--- src/design/vertical_altitude_fusion_unit_defines.svh ---
// Assertion macros shared by the vertical altitude fusion RTL
`ifndef VERTICAL_ALTITUDE_FUSION_UNIT_DEFINES_SVH
`define VERTICAL_ALTITUDE_FUSION_UNIT_DEFINES_SVH

// Check that cons holds in the same cycle as ante
`define VAFU_ASSERT_NOW(lbl, ante, cons, msg) \
  lbl: assert property (@(posedge clk) disable iff (!rst_n) (ante) |-> (cons)) \
    else $error(msg);

// Check that cons holds in the cycle after ante
`define VAFU_ASSERT_NEXT(lbl, ante, cons, msg) \
  lbl: assert property (@(posedge clk) disable iff (!rst_n) (ante) |=> (cons)) \
    else $error(msg);

`endif

--- src/design/vafu_pkg.sv ---
// Types, constants and helpers of the vertical altitude fusion unit
`default_nettype none
package vafu_pkg;

  localparam int US_PER_S       = 1000000;
  localparam int COMP_THRESHOLD = 6554;
  localparam int ALPHA_MAX      = 327680;
  localparam int X_LIMIT        = 131072;
  localparam int FAST_DIV       = 5;
  localparam int SLOW_DIV       = 200;
  localparam int POS_DIV        = 10;
  localparam int ALPHA_DIV      = 65536;

  localparam logic OP_INERTIAL = 1'b0;
  localparam logic OP_BARO     = 1'b1;

  typedef enum logic [1:0] {
    REG_ORIGIN   = 2'd0,
    REG_STEP     = 2'd1,
    REG_DEADBAND = 2'd2
  } vafu_reg_t;

  typedef enum logic [3:0] {
    ST_IDLE, ST_I0, ST_IV, ST_IP,
    ST_B0, ST_BF, ST_BS, ST_BA, ST_BM, ST_BC,
    ST_BK, ST_BR, ST_BW, ST_BV, ST_BP, ST_OUT
  } vafu_state_t;

  typedef struct packed {
    logic               start;
    logic signed [63:0] num;
    logic [31:0]        den;
  } vafu_div_req_t;

  typedef struct packed {
    logic               busy;
    logic               done;
    logic signed [63:0] quo;
  } vafu_div_rsp_t;

  function automatic logic signed [31:0] sat32(input logic signed [63:0] v);
    if (v > 64'sd2147483647) begin
      return 32'sh7FFFFFFF;
    end else if (v < -64'sd2147483648) begin
      return 32'sh80000000;
    end
    return v[31:0];
  endfunction

endpackage
`default_nettype wire

--- src/design/vafu_div.sv ---
// Bit-serial signed divider, rounding to nearest with ties away from zero
`default_nettype none
module vafu_div
  import vafu_pkg::*;
(
  input  wire logic    clk,
  input  wire logic    rst_n,
  input  vafu_div_req_t req,
  output vafu_div_rsp_t rsp
);

  logic               busy_r, done_r, neg_r;
  logic [5:0]         cnt_r;
  logic [63:0]        dvd_r;
  logic [31:0]        rem_r;
  logic [31:0]        den_r;
  logic [63:0]        mag;
  logic [32:0]        trial;
  logic               fits;

  // Magnitude plus half divisor gives the rounded quotient
  always_comb begin
    mag   = (req.num[63] ? 64'(-req.num) : 64'(req.num)) + 64'(req.den >> 1);
    trial = {rem_r, dvd_r[63]};
    fits  = trial >= {1'b0, den_r};
  end

  // Shift one quotient bit a cycle
  always_ff @(posedge clk) begin
    if (!rst_n) begin
      busy_r <= 1'b0;
      done_r <= 1'b0;
      cnt_r  <= '0;
    end else begin
      done_r <= 1'b0;
      if (req.start) begin
        busy_r <= 1'b1;
        cnt_r  <= '0;
        dvd_r  <= mag;
        rem_r  <= '0;
        den_r  <= req.den;
        neg_r  <= req.num[63];
      end else if (busy_r) begin
        rem_r <= fits ? 32'(trial - {1'b0, den_r}) : trial[31:0];
        dvd_r <= {dvd_r[62:0], fits};
        cnt_r <= cnt_r + 6'd1;
        if (cnt_r == 6'd63) begin
          busy_r <= 1'b0;
          done_r <= 1'b1;
        end
      end
    end
  end

  assign rsp.busy = busy_r;
  assign rsp.done = done_r;
  assign rsp.quo  = neg_r ? -$signed(dvd_r) : $signed(dvd_r);

endmodule
`default_nettype wire
--- config.mk ---
export PLATFORM = sky130hd
export DESIGN_NAME = vafu_div
export DESIGN_NICKNAME = d
export VERILOG_FILES = /design/src/design/vertical_altitude_fusion_unit_defines.svh /design/src/design/vafu_pkg.sv /design/src/design/vafu_div.sv
export SDC_FILE = /design/constraint.sdc
export NUM_CORES = 1
export LEC_CHECK = 0
export BUFFER_PORTS_ARGS = -buffer_cell sky130_fd_sc_hd__buf_4
export CORE_MARGIN = 5
export CORE_UTILIZATION = 45
export CTS_BUF_LIST = sky130_fd_sc_hd__clkbuf_2 sky130_fd_sc_hd__clkbuf_4 sky130_fd_sc_hd__clkbuf_8
export CTS_CLUSTER_SIZE = 28
export DETAILED_ROUTE_END_ITERATION = 10
export SLEW_MARGIN = 10
export SYNTH_ARGS = -nofsm -noshare
export SYNTH_HDL_FRONTEND = slang
export SYNTH_SLANG_ARGS = --single-unit
--- constraint.sdc ---
create_clock -name clk -period 10.85 [get_ports clk]
set_clock_uncertainty 0.2 [all_clocks]
set_input_delay 0 -clock clk [delete_from_list [all_inputs] [get_ports clk]]
set_output_delay 0 -clock clk [all_outputs]
set_load 0.02 [all_outputs]
* After elaboration in Yosys (flattened, before gate mapping)
Index checks and enable logic that the tools add are counted.
Operators by class: bitwise operators 2, add/sub/neg operators 5, multiplexer cells 10, reductions and logical operators 5, eq/ne operators 1, magnitude comparators 1
Operator list (number):
- 64-bit 2-to-1 mux | 4
- 64-bit negator | 2
- 64-bit by 31-bit adder with 64-bit output | 1
- 32-bit 2-to-1 mux | 2
- 33-bit by 32-bit >= comparator with 1-bit output | 1
- 32-bit subtractor | 1
- 6-bit by 1-bit adder with 6-bit output, second input constant | 1
- 6-bit equality test, second input constant | 1
- 1-bit 2-to-1 mux | 4
- 2-bit AND reduction | 2
- 3-bit OR reduction | 1
- 1-bit inverter | 2
- 2-bit nonzero test | 1
- 2-bit OR reduction | 1
Storage, ports and cells: logic and storage cells 31, register bits after elaboration 137, output and inout port bits 66, input bits 99

* Depth between registers and ports, before layout
word-level depth 4, depth in mapped cells 20, mapped depth without buffers 18

* Worst setup path before layout
Ideal clock, no wire load.
path kind input to register, start input req[95] in the netlist's numbering, end register dvd_r[56] (data pin), required time 10390 ps, stages on the path 19, arrival 4216 ps, path slack 6174 ps, buffers on the path 6, library setup time 260 ps, path through clkbuf_1 > clkbuf_1 > clkbuf_1 > clkbuf_1 > clkbuf_1 > o31ai_1 > xnor2_1 > ha_1 > nand4_1 > a2111oi_0 > o311ai_0 > a211oi_1 > o21ai_1 > nor2_1 > and3_1 > buf_2 > nor4b_2 > xnor2_1 > mux2_2
On the way: word-level cells in the longest chain between the ends 3
RTL lines:
- start: declaration | RTL line vafu_div.sv:8 | input vafu_div_req_t req,
- 64-bit 2-to-1 mux | RTL line vafu_div.sv:23 | mag = (req.num[63] ? 64'(-req.num) : 64'(req.num)) + 64'(req.den >> 1);
- 64-bit by 31-bit adder with 64-bit output | RTL line vafu_div.sv:23
- 64-bit 2-to-1 mux | RTL line vafu_div.sv:36 | if (req.start) begin
- end signal: assignment | RTL line vafu_div.sv:39 | dvd_r <= mag;
- end signal: assignment | RTL line vafu_div.sv:45 | dvd_r <= {dvd_r[62:0], fits};
- end: declaration | RTL line vafu_div.sv:14 | logic [63:0] dvd_r;
No other way between the ends. A chain may end at the register's enable or synchronous reset.

* Worst setup path in the final report
start input req[32] in the netlist's numbering, end register dvd_r[56] (data pin)
On the way: word-level cells in the longest chain between the ends 4
RTL lines (RTL line):
- 64-bit negator | vafu_div.sv:23
- 64-bit 2-to-1 mux * | vafu_div.sv:23
- 64-bit by 31-bit adder with 64-bit output * | vafu_div.sv:23
- 64-bit 2-to-1 mux * | vafu_div.sv:36
Mark *: on every way between the ends. The rest lies on a longest branch, timed or not.

==> qor.yml <==
rsz0062_at_grt: "false"
drtAntennaViolNets: 0
dp_cells: 1876
grt_pass1_wl_um: 58990
holdWs_ps: 15.51
synth_edf_count: 129
setup_viol: 0
path_class: "primary input to register"
fill_cells: 2571
worstHoldPathType: "primary input to register"
pwr-share-clk: 0.237
path_clk_slew_ps: 100
globalRouteTotalUtil: 0.2372
antenna_found_initial: 0
worstSetupEndpointType: "register"
fin_util: 0.5435
routed-via-count: 11200
die_w_um: 177.3
fmax_mhz: 178.9
insertion_delay_ps: 460
drcViolationCount: 0
finalCritPeriodShare: 0.5151
drtPass1Iterations: 5
coreArea_mm2: 0.02771
crit_path_top_delay_cell: "or4_1"
synth_cell_type_count: 81
io_buffers: 164
finalPower_mw: 1.908
required_ps: 10870
start_util: 0.4545
avgSynthCellArea_um2: 9.098
cts_buffers: 17
seq_power_share: 0.361
place_ws_ps: 5284
globalRoute.totalOverflow: 0
die_height_um: 177.3
synthCells: 1384
p_int_mw: 1.220
fin_nets: 1738
diodes: 0
yosys_warnings: 0
period_minus_slack_ps: 5589
relSlewSlack: 0.3231
netlist_area_mm2: 0.01259
die_area_mm2: 0.03143
status: "finished clean"
dpl_cell_area_mm2: 0.01412
setup_ws_ps: 5261
cts_tree: "done"
power_density_mw_per_mm2: 126.7
combPwrFrac: 0.401
num_io_pins: 165
tightest_slew_ps: 1006
slowest_delay_ps: 720
clockBufferDepth: 2
cp.arrival_ps: 5610
drive_gt1_frac: 0.1788
cp-start-kind: "primary input"
postCtsSetupBuffers: 0
grt_max_degree: 64
htree_num_levels: 4
p_sw_mw: 0.6882
path_max_fanout: 10
hpwl_um: 29790
ys_seq_area_frac: 0.3203
peakVddDrop_mv: 0.08460
grt_pass1_vias: 10810
wl_per_cell_um: 19.43
gp_congestion: 0.8911
synth_nets: 1552
p_leak_nw: 5.768
ys_ff_latch: 137
hold_viol_final: 0
finalNonFillerCells: 1961
async_reset_ff_frac: 0
cpMostUsedCell: "xnor2_1"
drv_slew: 0
crit_chain: "dlygate4sd3_1, buf_4, or3_1, or4_1, o31ai_1, xnor2_1, ha_1, nand4_1, a2111oi_0, o311ai_0, a211oi_1, o21ai_1, nor2_1, and3_1, nor4b_2, xnor2_1, mux2_2"
synth_top_flop_cell: "edfxtp_1"
final_cell_area_mm2: 0.01506
reg2reg_slack_ps: 6310
drt-initial-drc-count: 711
finalSetupTns_ps: 0
root_buffer: "clkbuf_8"
drv_cap: 0
rows: 61
via_per_inst: 5.709
area_growth_pct: 19.57
p_sw_frac: 0.3607
cts.sink_count: 137
wl_um: 38100
## power by group through the flow
stage	registers [mW]	clock network (mW)	logic (mW)
global route	0.696	0.483	0.838
detailed placement	0.701	0	0.749
CTS	0.689	0.461	0.767
finish	0.689	0.452	0.766
floorplan	0.686	0	0.526
global placement	0.700	0	0.744
## Yosys cell counts (29+ instances only)
cell      number  share of area
nand2_1      111          0.033
a21o_1        31          0.018
ha_1          67          0.067
inv_1         66          0.020
xor2_1        43          0.030
xnor2_1      160           0.11
edfxtp_1     129           0.31
or3_1         29          0.014
o31ai_1       36          0.021
nor2_1        97          0.029
clkbuf_1      47          0.014
a21oi_1       68          0.027
mux2i_1       29          0.023
mux2_2        47          0.042
o21ai_0       84          0.033
## worst max-delay path, delay by kind of cell
| kind | cells | cell delay [ps] |
|---|---|---|
| multiplexers | 1 | 260 |
| XOR/XNOR | 2 | 220 |
| AND/OR/NAND/NOR | 6 | 2280 |
| adder cells (fa/ha/maj) | 1 | 390 |
| buffers and inverters | 2 | 680 |
| AO/OA/AOI/OAI | 5 | 1770 |
## registers in the layout (all words and copies together) (netlist names)
name    count
den_r      32
rem_r      32
cnt_r       6
neg_r       1
busy_r      1
dvd_r      64
done_r      1
## area by class of cell
cell class                 count  area [um2]  share of cell area
sequential                   137        4034              0.2679
tap                          378       473.0             0.03141
clock buffer                  20       256.5             0.01704
multi-input combinational   1125        8085              0.5370
clock inverter                12       152.6             0.01014
inverter                      66       249.0             0.01654
timing repair buffer         223        1807              0.1200
## routing by layer
metal  global-route usage  wire length, um  up-vias
met1               0.3159            17130     5351
met4              0.05898              752        0
met5                    0                0        -
met3              0.02884             1595       36
li1                     -                -     5526
met2               0.4112            18620      282
## what timing repair did
item,CTS,global route
hold buffers,53,0
gates resized for setup,0,0
endpoints found under the hold margin,83,0
## cells in the final DEF, fill, tap and decap left out, types with 15 or more instances in the layout
cell,netlist,final
dlygate4sd3_1,0,53
o21ai_0,84,84
xor2_1,43,43
o41ai_1,27,27
nand2b_1,15,15
mux2_2,47,47
a21oi_1,68,68
or3_1,29,29
clkbuf_8,0,17
xnor2_1,160,160
nand2_1,111,111
nor4_1,22,22
buf_4,3,170
edfxtp_1,129,129
a21o_1,31,31
ha_1,67,67
o31ai_1,36,36
mux2i_1,29,29
nor3_1,27,27
nand4_1,23,23
or4_1,17,17
inv_1,66,65
nand3_1,27,27
nor2_1,97,97
## path summary, 6_finish.rpt
path / from / endpoint / cells after the start
max: req[32] / dvd_r[56] / 17
min: req[83] / dvd_r[51] / 4
max reg2reg: rem_r[0] / rem_r[24] / 11
min reg2reg: cnt_r[5] / cnt_r[5] / 2
## kinds of logic after synthesis
group	after synthesis	share of synthesized area
compound gates	334	0.1774
flops	137	0.3203
buf+inv	122	0.03766
simple gates	441	0.1861
mux	77	0.06628
fa+ha+maj	69	0.06975
xor+xnor	204	0.1425
Power figures use the tool's default switching activity.
